`src/design/sdrx_pkg.sv`:
```
// Package: shared types, codes and the CRC-16 byte update for the SD block receiver.
`default_nettype none

package sdrx_pkg;

   // Start token that opens a data block
   localparam logic [7:0]  START_TOKEN = 8'hFE;
   // CRC-16 polynomial (x^16 + x^12 + x^5 + 1)
   localparam logic [15:0] CRC_POLY    = 16'h1021;
   // Largest block length honoured; longer settings saturate here
   localparam logic [9:0]  MAX_BLOCK   = 10'd512;

   // Register reset values
   localparam logic [9:0]  BLOCK_LENGTH_RESET = 10'd512;
   localparam logic [15:0] TOKEN_TRIES_RESET  = 16'd20000;

   // Register indexes on the configuration port
   localparam logic [0:0]  CSR_BLOCK_LENGTH = 1'b0;
   localparam logic [0:0]  CSR_TOKEN_TRIES  = 1'b1;

   // Status codes on the result channel
   typedef enum logic [1:0] {
      STATUS_NONE    = 2'd0,
      STATUS_OK      = 2'd1,
      STATUS_CRC_ERR = 2'd2,
      STATUS_TIMEOUT = 2'd3
   } status_type;

   // Receive phases
   typedef enum logic [1:0] {
      PH_HUNT   = 2'd0,
      PH_DATA   = 2'd1,
      PH_CRC_HI = 2'd2,
      PH_CRC_LO = 2'd3
   } phase_type;

   // Configuration as seen by the framing logic
   typedef struct packed {
      logic [9:0]  block_length;
      logic [15:0] token_tries;
   } cfg_type;

   // Registered input item handed to the framing logic
   typedef struct packed {
      logic       valid;
      logic [7:0] rx_byte;
   } item_type;

   // CRC-16, MSB first, one byte per call
   function automatic logic [15:0] crc_byte(input logic [15:0] crc, input logic [7:0] b);
      logic [15:0] c;
      c = crc ^ {b, 8'h00};
      for (int i = 0; i < 8; i++) begin
         if (c[15]) begin
            c = {c[14:0], 1'b0} ^ CRC_POLY;
         end else begin
            c = {c[14:0], 1'b0};
         end
      end
      return c;
   endfunction

endpackage

`default_nettype wire

```
`src/design/sdrx_req_if.sv`:
```
// Interface: input channel carrying one received byte per item.
`default_nettype none

interface sdrx_req_if;
   logic       valid;
   logic       ready;
   logic [7:0] rx_byte;

   modport source (output valid, output rx_byte, input ready);
   modport sink   (input valid, input rx_byte, output ready);
endinterface

`default_nettype wire

```
`src/design/sdrx_rsp_if.sv`:
```
// Interface: result channel carrying payload bytes and block status.
`default_nettype none

interface sdrx_rsp_if;
   logic       valid;
   logic       ready;
   logic [7:0] data_byte;
   logic       data_valid;
   logic       last_data;
   logic [1:0] status;

   modport source (output valid, output data_byte, output data_valid,
                   output last_data, output status, input ready);
   modport sink   (input valid, input data_byte, input data_valid,
                   input last_data, input status, output ready);
endinterface

`default_nettype wire

```
`src/design/sdrx_csr.sv`:
```
// Configuration registers: block length and start token tries.
`default_nettype none

module sdrx_csr (
   input  wire                clock,
   input  wire                reset,
   input  wire                csr_wr_en,
   input  wire  [0:0]         csr_index,
   input  wire  [15:0]        csr_wdata,
   output sdrx_pkg::cfg_type  cfg
);
   import sdrx_pkg::*;

   logic [9:0]  block_length_ff, block_length_in;
   logic [15:0] token_tries_ff, token_tries_in;

   // Register write decode
   always_comb begin
      block_length_in = block_length_ff;
      token_tries_in  = token_tries_ff;
      if (csr_wr_en) begin
         case (csr_index)
            CSR_BLOCK_LENGTH: block_length_in = csr_wdata[9:0];
            CSR_TOKEN_TRIES:  token_tries_in  = csr_wdata;
            default: ;
         endcase
      end
   end

   always_ff @(posedge clock) begin
      if (reset) begin
         block_length_ff <= BLOCK_LENGTH_RESET;
         token_tries_ff  <= TOKEN_TRIES_RESET;
      end else begin
         block_length_ff <= block_length_in;
         token_tries_ff  <= token_tries_in;
      end
   end

   assign cfg.block_length = block_length_ff;
   assign cfg.token_tries  = token_tries_ff;

endmodule

`default_nettype wire

```
`src/design/sdrx_in_reg.sv`:
```
// Input register: captures one item and holds it until the framing logic takes it.
`default_nettype none

module sdrx_in_reg (
   input  wire                 clock,
   input  wire                 reset,
   sdrx_req_if.sink            req,
   input  wire                 take,
   output sdrx_pkg::item_type  item
);
   import sdrx_pkg::*;

   logic       valid_ff, valid_in;
   logic [7:0] byte_ff, byte_in;
   logic       req_fire;

   // Free slot when empty or when the held item leaves this cycle
   assign req.ready = !valid_ff || take;
   assign req_fire  = req.valid && req.ready;

   always_comb begin
      valid_in = valid_ff;
      byte_in  = byte_ff;
      if (req_fire) begin
         valid_in = 1'b1;
         byte_in  = req.rx_byte;
      end else if (take) begin
         valid_in = 1'b0;
      end
   end

   always_ff @(posedge clock) begin
      if (reset) begin
         valid_ff <= 1'b0;
      end else begin
         valid_ff <= valid_in;
      end
   end

   // Payload needs no reset
   always_ff @(posedge clock) begin
      byte_ff <= byte_in;
   end

   assign item.valid   = valid_ff;
   assign item.rx_byte = byte_ff;

endmodule

`default_nettype wire

```
`src/design/sdrx_core.sv`:
```
// Framing logic: token hunt, payload count, CRC check and the result register.
`default_nettype none

module sdrx_core (
   input  wire                 clock,
   input  wire                 reset,
   input  sdrx_pkg::cfg_type   cfg,
   input  sdrx_pkg::item_type  item,
   output logic                take,
   sdrx_rsp_if.source          rsp
);
   import sdrx_pkg::*;

   phase_type   phase_ff, phase_in;
   logic [15:0] wait_ff, wait_in;
   logic [9:0]  count_ff, count_in;
   logic [15:0] crc_ff, crc_in;
   logic [7:0]  crc_high_ff, crc_high_in;

   logic        rsp_valid_ff, rsp_valid_in;
   logic [7:0]  data_byte_ff, data_byte_in;
   logic        data_valid_ff, data_valid_in;
   logic        last_data_ff, last_data_in;
   status_type  status_ff, status_in;

   logic        advance;
   logic        has_result;
   logic [7:0]  b;
   logic [15:0] wait_inc;
   logic [9:0]  count_inc;
   logic [9:0]  eff_len;
   logic        last;

   // Item moves on when the result register is free or drains this cycle
   assign advance = !rsp_valid_ff || rsp.ready;
   assign take    = item.valid && advance;

   assign b         = item.rx_byte;
   assign wait_inc  = wait_ff + 16'd1;
   assign count_inc = count_ff + 10'd1;

   // Block length saturated to 1..MAX_BLOCK
   always_comb begin
      if (cfg.block_length == 10'd0) begin
         eff_len = 10'd1;
      end else if (cfg.block_length > MAX_BLOCK) begin
         eff_len = MAX_BLOCK;
      end else begin
         eff_len = cfg.block_length;
      end
   end

   assign last = (count_inc >= eff_len);

   // Next state and result
   always_comb begin
      phase_in      = phase_ff;
      wait_in       = wait_ff;
      count_in      = count_ff;
      crc_in        = crc_ff;
      crc_high_in   = crc_high_ff;
      has_result    = 1'b0;
      data_byte_in  = 8'h00;
      data_valid_in = 1'b0;
      last_data_in  = 1'b0;
      status_in     = STATUS_NONE;
      if (take) begin
         case (phase_ff)
            PH_HUNT: begin
               if (b == START_TOKEN) begin
                  phase_in = PH_DATA;
                  wait_in  = 16'd0;
                  count_in = 10'd0;
                  crc_in   = 16'd0;
               end else if (wait_inc >= cfg.token_tries || wait_inc == 16'd0) begin
                  wait_in    = 16'd0;
                  has_result = 1'b1;
                  status_in  = STATUS_TIMEOUT;
               end else begin
                  wait_in = wait_inc;
               end
            end
            PH_DATA: begin
               crc_in        = crc_byte(crc_ff, b);
               count_in      = count_inc;
               has_result    = 1'b1;
               data_byte_in  = b;
               data_valid_in = 1'b1;
               last_data_in  = last;
               if (last) begin
                  phase_in = PH_CRC_HI;
               end
            end
            PH_CRC_HI: begin
               crc_high_in = b;
               phase_in    = PH_CRC_LO;
            end
            PH_CRC_LO: begin
               phase_in   = PH_HUNT;
               wait_in    = 16'd0;
               has_result = 1'b1;
               status_in  = ({crc_high_ff, b} == crc_ff) ? STATUS_OK : STATUS_CRC_ERR;
            end
            default: begin
               phase_in = PH_HUNT;
            end
         endcase
      end
   end

   // Result register valid: loads when the pipeline moves, else holds
   assign rsp_valid_in = advance ? has_result : rsp_valid_ff;

   always_ff @(posedge clock) begin
      if (reset) begin
         phase_ff     <= PH_HUNT;
         wait_ff      <= 16'd0;
         count_ff     <= 10'd0;
         crc_ff       <= 16'd0;
         crc_high_ff  <= 8'h00;
         rsp_valid_ff <= 1'b0;
      end else begin
         phase_ff     <= phase_in;
         wait_ff      <= wait_in;
         count_ff     <= count_in;
         crc_ff       <= crc_in;
         crc_high_ff  <= crc_high_in;
         rsp_valid_ff <= rsp_valid_in;
      end
   end

   // Result payload
   always_ff @(posedge clock) begin
      if (advance) begin
         data_byte_ff  <= data_byte_in;
         data_valid_ff <= data_valid_in;
         last_data_ff  <= last_data_in;
         status_ff     <= status_in;
      end
   end

   assign rsp.valid      = rsp_valid_ff;
   assign rsp.data_byte  = data_byte_ff;
   assign rsp.data_valid = data_valid_ff;
   assign rsp.last_data  = last_data_ff;
   assign rsp.status     = status_ff;

endmodule

`default_nettype wire

```
`src/design/sd_data_block_receive_crc16.sv`:
```
// Top level: SD card SPI-mode data block receiver with CRC-16 check.
//
// Takes one received byte per item, hunts for the 0xFE start token (timeout
// status after token_tries bytes), forwards block_length (saturated to
// 1..512) payload bytes with last_data on the final one, then checks the
// big-endian CRC-16 (poly 0x1021, init 0) and gives status ok or crc error.
// One item is accepted every clock cycle while the result channel does not
// stall; a byte passes an input register and the byte-wide CRC update into
// the result register. Token, CRC high byte and non-timeout hunt bytes give
// no result. A stalled result channel stalls input after one further item.
`default_nettype none

module sd_data_block_receive_crc16 (
   input  wire          clock,
   input  wire          reset,
   sdrx_req_if.sink     req_if,
   sdrx_rsp_if.source   rsp_if,
   input  wire          csr_wr_en,
   input  wire  [0:0]   csr_index,
   input  wire  [15:0]  csr_wdata
);
   import sdrx_pkg::*;

   cfg_type  cfg;
   item_type item;
   logic     take;

   sdrx_csr u_csr (
      .clock     (clock),
      .reset     (reset),
      .csr_wr_en (csr_wr_en),
      .csr_index (csr_index),
      .csr_wdata (csr_wdata),
      .cfg       (cfg)
   );

   sdrx_in_reg u_in_reg (
      .clock (clock),
      .reset (reset),
      .req   (req_if),
      .take  (take),
      .item  (item)
   );

   sdrx_core u_core (
      .clock (clock),
      .reset (reset),
      .cfg   (cfg),
      .item  (item),
      .take  (take),
      .rsp   (rsp_if)
   );

   // Payload bytes never carry a block status
   a_data_no_status: assert property (@(posedge clock) disable iff (reset)
      rsp_if.valid && rsp_if.data_valid |-> rsp_if.status == STATUS_NONE)
      else $error("payload item with non-zero status");

   // Last marker only on payload bytes
   a_last_on_data: assert property (@(posedge clock) disable iff (reset)
      rsp_if.valid && rsp_if.last_data |-> rsp_if.data_valid)
      else $error("last_data without data_valid");

   // Status items carry a zero data byte
   a_status_zero_data: assert property (@(posedge clock) disable iff (reset)
      rsp_if.valid && !rsp_if.data_valid |-> rsp_if.data_byte == 8'h00)
      else $error("status item with non-zero data byte");

   // Input back-pressure only arises from a stalled result
   a_ready_cause: assert property (@(posedge clock) disable iff (reset)
      !req_if.ready |-> rsp_if.valid && !rsp_if.ready)
      else $error("input stalled while result side is free");

endmodule

`default_nettype wire

```
`src/flat_wrapper.sv`:
```
// flat-port wrapper written by rule: the top's interface ports become plain ports
module sd_data_block_receive_crc16_flat import sdrx_pkg::*;
  (clock, reset, csr_wr_en, csr_index, csr_wdata, req_if_valid, req_if_rx_byte, req_if_ready, rsp_if_valid, rsp_if_data_byte, rsp_if_data_valid, rsp_if_last_data, rsp_if_status, rsp_if_ready);
  sdrx_req_if req_if_i ();
  sdrx_rsp_if rsp_if_i ();
  input  wire clock;
  input  wire reset;
  input  wire csr_wr_en;
  input  wire  [0:0] csr_index;
  input  wire  [15:0] csr_wdata;
  input wire logic [$bits(req_if_i.valid)-1:0] req_if_valid;
  input wire logic [$bits(req_if_i.rx_byte)-1:0] req_if_rx_byte;
  output wire logic [$bits(req_if_i.ready)-1:0] req_if_ready;
  output wire logic [$bits(rsp_if_i.valid)-1:0] rsp_if_valid;
  output wire logic [$bits(rsp_if_i.data_byte)-1:0] rsp_if_data_byte;
  output wire logic [$bits(rsp_if_i.data_valid)-1:0] rsp_if_data_valid;
  output wire logic [$bits(rsp_if_i.last_data)-1:0] rsp_if_last_data;
  output wire logic [$bits(rsp_if_i.status)-1:0] rsp_if_status;
  input wire logic [$bits(rsp_if_i.ready)-1:0] rsp_if_ready;
  assign req_if_i.valid = req_if_valid;
  assign req_if_i.rx_byte = req_if_rx_byte;
  assign req_if_ready = req_if_i.ready;
  assign rsp_if_valid = rsp_if_i.valid;
  assign rsp_if_data_byte = rsp_if_i.data_byte;
  assign rsp_if_data_valid = rsp_if_i.data_valid;
  assign rsp_if_last_data = rsp_if_i.last_data;
  assign rsp_if_status = rsp_if_i.status;
  assign rsp_if_i.ready = rsp_if_ready;
  sd_data_block_receive_crc16 u_core (.clock(clock), .reset(reset), .req_if(req_if_i), .rsp_if(rsp_if_i), .csr_wr_en(csr_wr_en), .csr_index(csr_index), .csr_wdata(csr_wdata));
endmodule
```
`config.mk`:
```
export PLATFORM = sky130hd
export DESIGN_NAME = sd_data_block_receive_crc16_flat
export DESIGN_NICKNAME = d
export VERILOG_FILES = /design/src/design/sdrx_pkg.sv /design/src/design/sdrx_req_if.sv /design/src/design/sdrx_rsp_if.sv /design/src/design/sdrx_csr.sv /design/src/design/sdrx_in_reg.sv /design/src/design/sdrx_core.sv /design/src/design/sd_data_block_receive_crc16.sv /design/src/flat_wrapper.sv
export SDC_FILE = /design/constraint.sdc
export NUM_CORES = 1
export LEC_CHECK = 0
export ABC_AREA = 1
export BUFFER_PORTS_ARGS = -buffer_cell sky130_fd_sc_hd__clkbuf_2
export CAP_MARGIN = 5
export CORE_ASPECT_RATIO = 0.7
export CORE_MARGIN = 1
export CORE_UTILIZATION = 50
export DETAILED_ROUTE_END_ITERATION = 7
export PLACE_DENSITY = 0.74
export SYNTH_ARGS = -nofsm -noshare
export SYNTH_HDL_FRONTEND = slang
export SYNTH_SLANG_ARGS = --single-unit
```
`constraint.sdc`:
```
create_clock -name clock -period 5.2 [get_ports clock]
set_input_delay 1.04 -clock clock [delete_from_list [all_inputs] [get_ports clock]]
set_output_delay 1.04 -clock clock [all_outputs]
set_load 0.005 [all_outputs]
```
==> reports/qor.csv <==
stage;metric;value;unit
status;status;finished, final reports clean;
critical_path;r2r worst-path depth;17;
synthesis;top cells by area, synth;dfxtp_1, nand2_1, edfxtp_1;
synthesis;syn nets;795;
critical_path;Critical path origin;u_core.u_core.wait_ff[0]$_SDFFE_PP0P_;
drt;drt pass-1 iters;5;
drt;WL per Instance;13.55;um
synthesis;Synth warnings;0;
global_routing;first-pass GRT wire length;21.39;mm
floorplanning;Core Region;10550;um^2
synthesis;Cells after Synth;731;
synthesis;library cells used by synthesis;35;
critical_path;Crit path arrival time;3.35;ns
critical_path;slowest CP cell;dfxtp_1;
sta;fin crit share;0.5916;
global_routing;initial antenna violation count;0;
cts;Clock transition at path regs;0.07;ns
global_routing;pin count of the biggest net entering global routing;42;
synthesis;sequential element share of the synthesized area;0.3976;
critical_path;reg2reg setup slack;2.12;ns
worst_hold_path;hold depth;2;
critical_path;CP Cell Sequence;ha_1 > nand3_1 > nor2_2 > nand3_1 > nand2_1 > nand2_1 > inv_1 > ha_1 > nand2_1 > o21ai_0 > a21oi_1 > nand2_1 > nor2_1 > nand2_4 > nor2_8 > nand2_1 > a21oi_1;
final_layout;nets;831;
job;max-cap viol count;0;
synthesis;Synth top area share;0.2891;
cts;Post-CTS Hold Buffers;0;
worst_hold_path;worst min path class;reg2reg;
synthesis;synthesized area;5539;um^2
critical_path;Worst path max stage delay;0.50;ns
sta;Final setup viols;0;
drt;Routed WL;12.47;mm
sta;Hold Fails Final Rpt;0;
critical_path;Worst setup SP type;register;
drt;DR vias/cell;5.149;
sta;Slew HR;0.2647;
cts;Num CTS Buffers;9;
floorplanning;Initial Utilization;0.5250;
floorplanning;die area;11510;um^2
critical_path;terminus of the critical flop-to-flop path;u_core.u_core.wait_ff[5]$_SDFFE_PP0P_;
critical_path;WP buf/inv;1;
critical_path;Crit. End Element;register;
critical_path;CP max FO;15;
pwr;Peak VDD IR;181.6;uV
placement;port buffer count;43;
critical_path;WS Path Type;reg2reg;
cts;Longest Clk Path Bufs;2;
placement;DPL Wire Length;9.216;mm
global_routing;GRT overflow;0;
critical_path;Worst EP required;5.47;ns
floorplanning;die height;90.06;um
final_layout;Syn-to-layout area delta;10.87;%
sta;TNS Setup;0;ns
final_layout;Antenna Cells;0;
sta;Final Max Tran Viols;0;
final_layout;fillers;960;
global_routing;GRT Util Overall;0.2323;
global_routing;vias in the first global route;4646;
critical_path;most used cell, CP;nand2_1;
sta;Worst Tran Pin Value;1.102;ns
critical_path;delay-heaviest family, CP;simple AND/OR/NAND/NOR gates;
floorplanning;Row Count;31;
pwr;Pwr Density;258.8;nW/um^2
cts;Clock Latency Late Sink;0.35;ns
drt;DR vias;4737;
sta;FMAX;0.3250;GHz
pwr;LEAKAGE;2.710;nW
final_layout;most frequent cells in the layout;nand2_1, inv_1, dfxtp_1;
synthesis;top cell type by total area after synthesis;dfxtp_1;
critical_path;Reg-to-Reg Start;u_core.u_core.wait_ff[0]$_SDFFE_PP0P_;
pwr;total power;1.589;mW
worst_hold_path;Hold EP;u_core.u_core.crc_high_ff[3]$_SDFFE_PP0P_;
floorplanning;# IOs;44;
final_layout;share of cells above drive strength 1;0.1321;
placement;placer's final routability congestion estimate;0.8758;
drt;ANT nets after route;0;
cts;Root Buffer;clkbuf_16;
sta;Final Skew;0.01040;ns
final_layout;commonest non-fill, non-tap cell in the layout;nand2_1;
drt;initial DRC count;352;
cts;post-CTS resize count;0;
drt;DRC;0;
cts;Sink Count;100;
worst_hold_path;hold path start;u_core.u_core.crc_high_ff[3]$_SDFFE_PP0P_;
cts;buffer count from post-CTS setup fixing;0;
cts;CTS tree;done;
sta;min Tclk post-route;3.076;ns
synthesis;synthesized flop and latch total;100;
sta;RSZ-0062 raised after global routing;false;
synthesis;Avg Inst Size Synth;7.577;um^2
cts;H-tree levels;3;
floorplanning;Die W;127.8;um
[metrics by stage]
| step | cells | hold WS (ns) | worst slack, ns | instance area [um^2] | util |
|---|---|---|---|---|---|
| after global placement | 904 | 0.4464 | 2.208 | 5858 | 0.5553 |
| after global routing | 920 | 0.4807 | 1.769 | 6141 | 0.5821 |
| after detailed placement | 904 | 0.4549 | 2.043 | 5858 | 0.5553 |
| after floorplan | 731 | 0.4353 | 2.576 | 5539 | - |
| after CTS | 920 | 0.4650 | 2.147 | 6141 | 0.5821 |
| final | 920 | 0.4654 | 2.124 | 6141 | 0.5821 |
[worst min-delay path: cells and delay by family, from the launching register on]
| family | cells | cell delay (ns) |
|---|---|---|
| DFF | 1 | 0.32 |
| buffers and inverters | 1 | 0.05 |
| AOI/OAI and AO/OA | 1 | 0.05 |
[registers in the layout (all words and copies together) (netlist names), 2 cells and up]
signal / flops
u_core.u_core.count_ff: 10
u_core.u_core.crc_ff: 16
u_core.u_core.crc_high_ff: 8
u_core.u_core.phase_ff: 2
u_core.u_core.rsp.data_byte: 8
u_core.u_core.rsp.status: 2
u_core.u_core.wait_ff: 16
u_core.u_csr.block_length_ff: 10
u_core.u_csr.token_tries_ff: 16
u_core.u_in_reg.byte_ff: 8
[final cells by class]
type | count | area [um^2] | share of cell area
Timing Repair Buffer | 45 | 230.2 | 0.03749
Multi-Input combinational cell | 516 | 2884 | 0.4696
Tap cell | 148 | 185.2 | 0.03015
Inverter | 95 | 356.6 | 0.05807
Clock inverter | 7 | 57.56 | 0.009372
Sequential cell | 100 | 2202 | 0.3586
Clock buffer | 9 | 225.2 | 0.03667
[kinds of logic after synthesis]
logic type,count (synthesis),share of synthesized area
AOI/OAI and AO/OA,127,0.1297
adders and majority gates,34,0.07680
and+or+nand+nor,312,0.2462
xor gates and xnor gates,43,0.06799
DFF,100,0.3976
buffers and inverters,115,0.08177
[cells in the mapped netlist, drive strengths merged]
| library cell | number |
|---|---|
| a21o | 1 |
| a211oi | 1 |
| o211ai | 7 |
| ha | 34 |
| a21oi | 76 |
| o211a | 2 |
| nand2 | 180 |
| or2 | 1 |
| a31oi | 1 |
| dfxtp | 80 |
| clkbuf | 14 |
| nand4 | 12 |
| nor4b | 1 |
| xnor2 | 27 |
| nand3b | 5 |
| nor2 | 83 |
| and3 | 1 |
| o21bai | 3 |
| o21ai | 36 |
| xor2 | 16 |
| buf | 6 |
| nor3 | 3 |
| edfxtp | 20 |
| nor4 | 3 |
| nand3 | 23 |
| inv | 95 |
[power by group]
group	leakage, nW	total [mW]	internal [mW]	switching (mW)
logic	1.70	0.122	0.0451	0.0771
clock network	0.131	0.644	0.331	0.313
registers	0.876	0.823	0.807	0.0154
[how the worst max path moves through the flow]
stage	slack (ns)	end	cells after the start
floorplan	2.58	u_core.u_core.wait_ff[10]$_SDFFE_PP0P_	11
global placement	2.21	u_core.u_core.wait_ff[3]$_SDFFE_PP0P_	11
detailed placement	2.04	u_core.u_core.wait_ff[5]$_SDFFE_PP0P_	11
CTS	2.15	u_core.u_core.wait_ff[1]$_SDFFE_PP0P_	19
global route	1.77	u_core.u_core.wait_ff[2]$_SDFFE_PP0P_	17
finish	2.12	u_core.u_core.wait_ff[5]$_SDFFE_PP0P_	17
[metal layers]
metal | GRT usage | vias to the layer above | part of all wire
li1 | - | 2424 | -
met1 | 0.3231 | 2177 | 0.50
met2 | 0.3623 | 124 | 0.43
met3 | 0.05417 | 12 | 0.057
met4 | 0.05686 | 0 | 0.010
met5 | 0 | - | 0
Power figures use the tool's default switching activity.
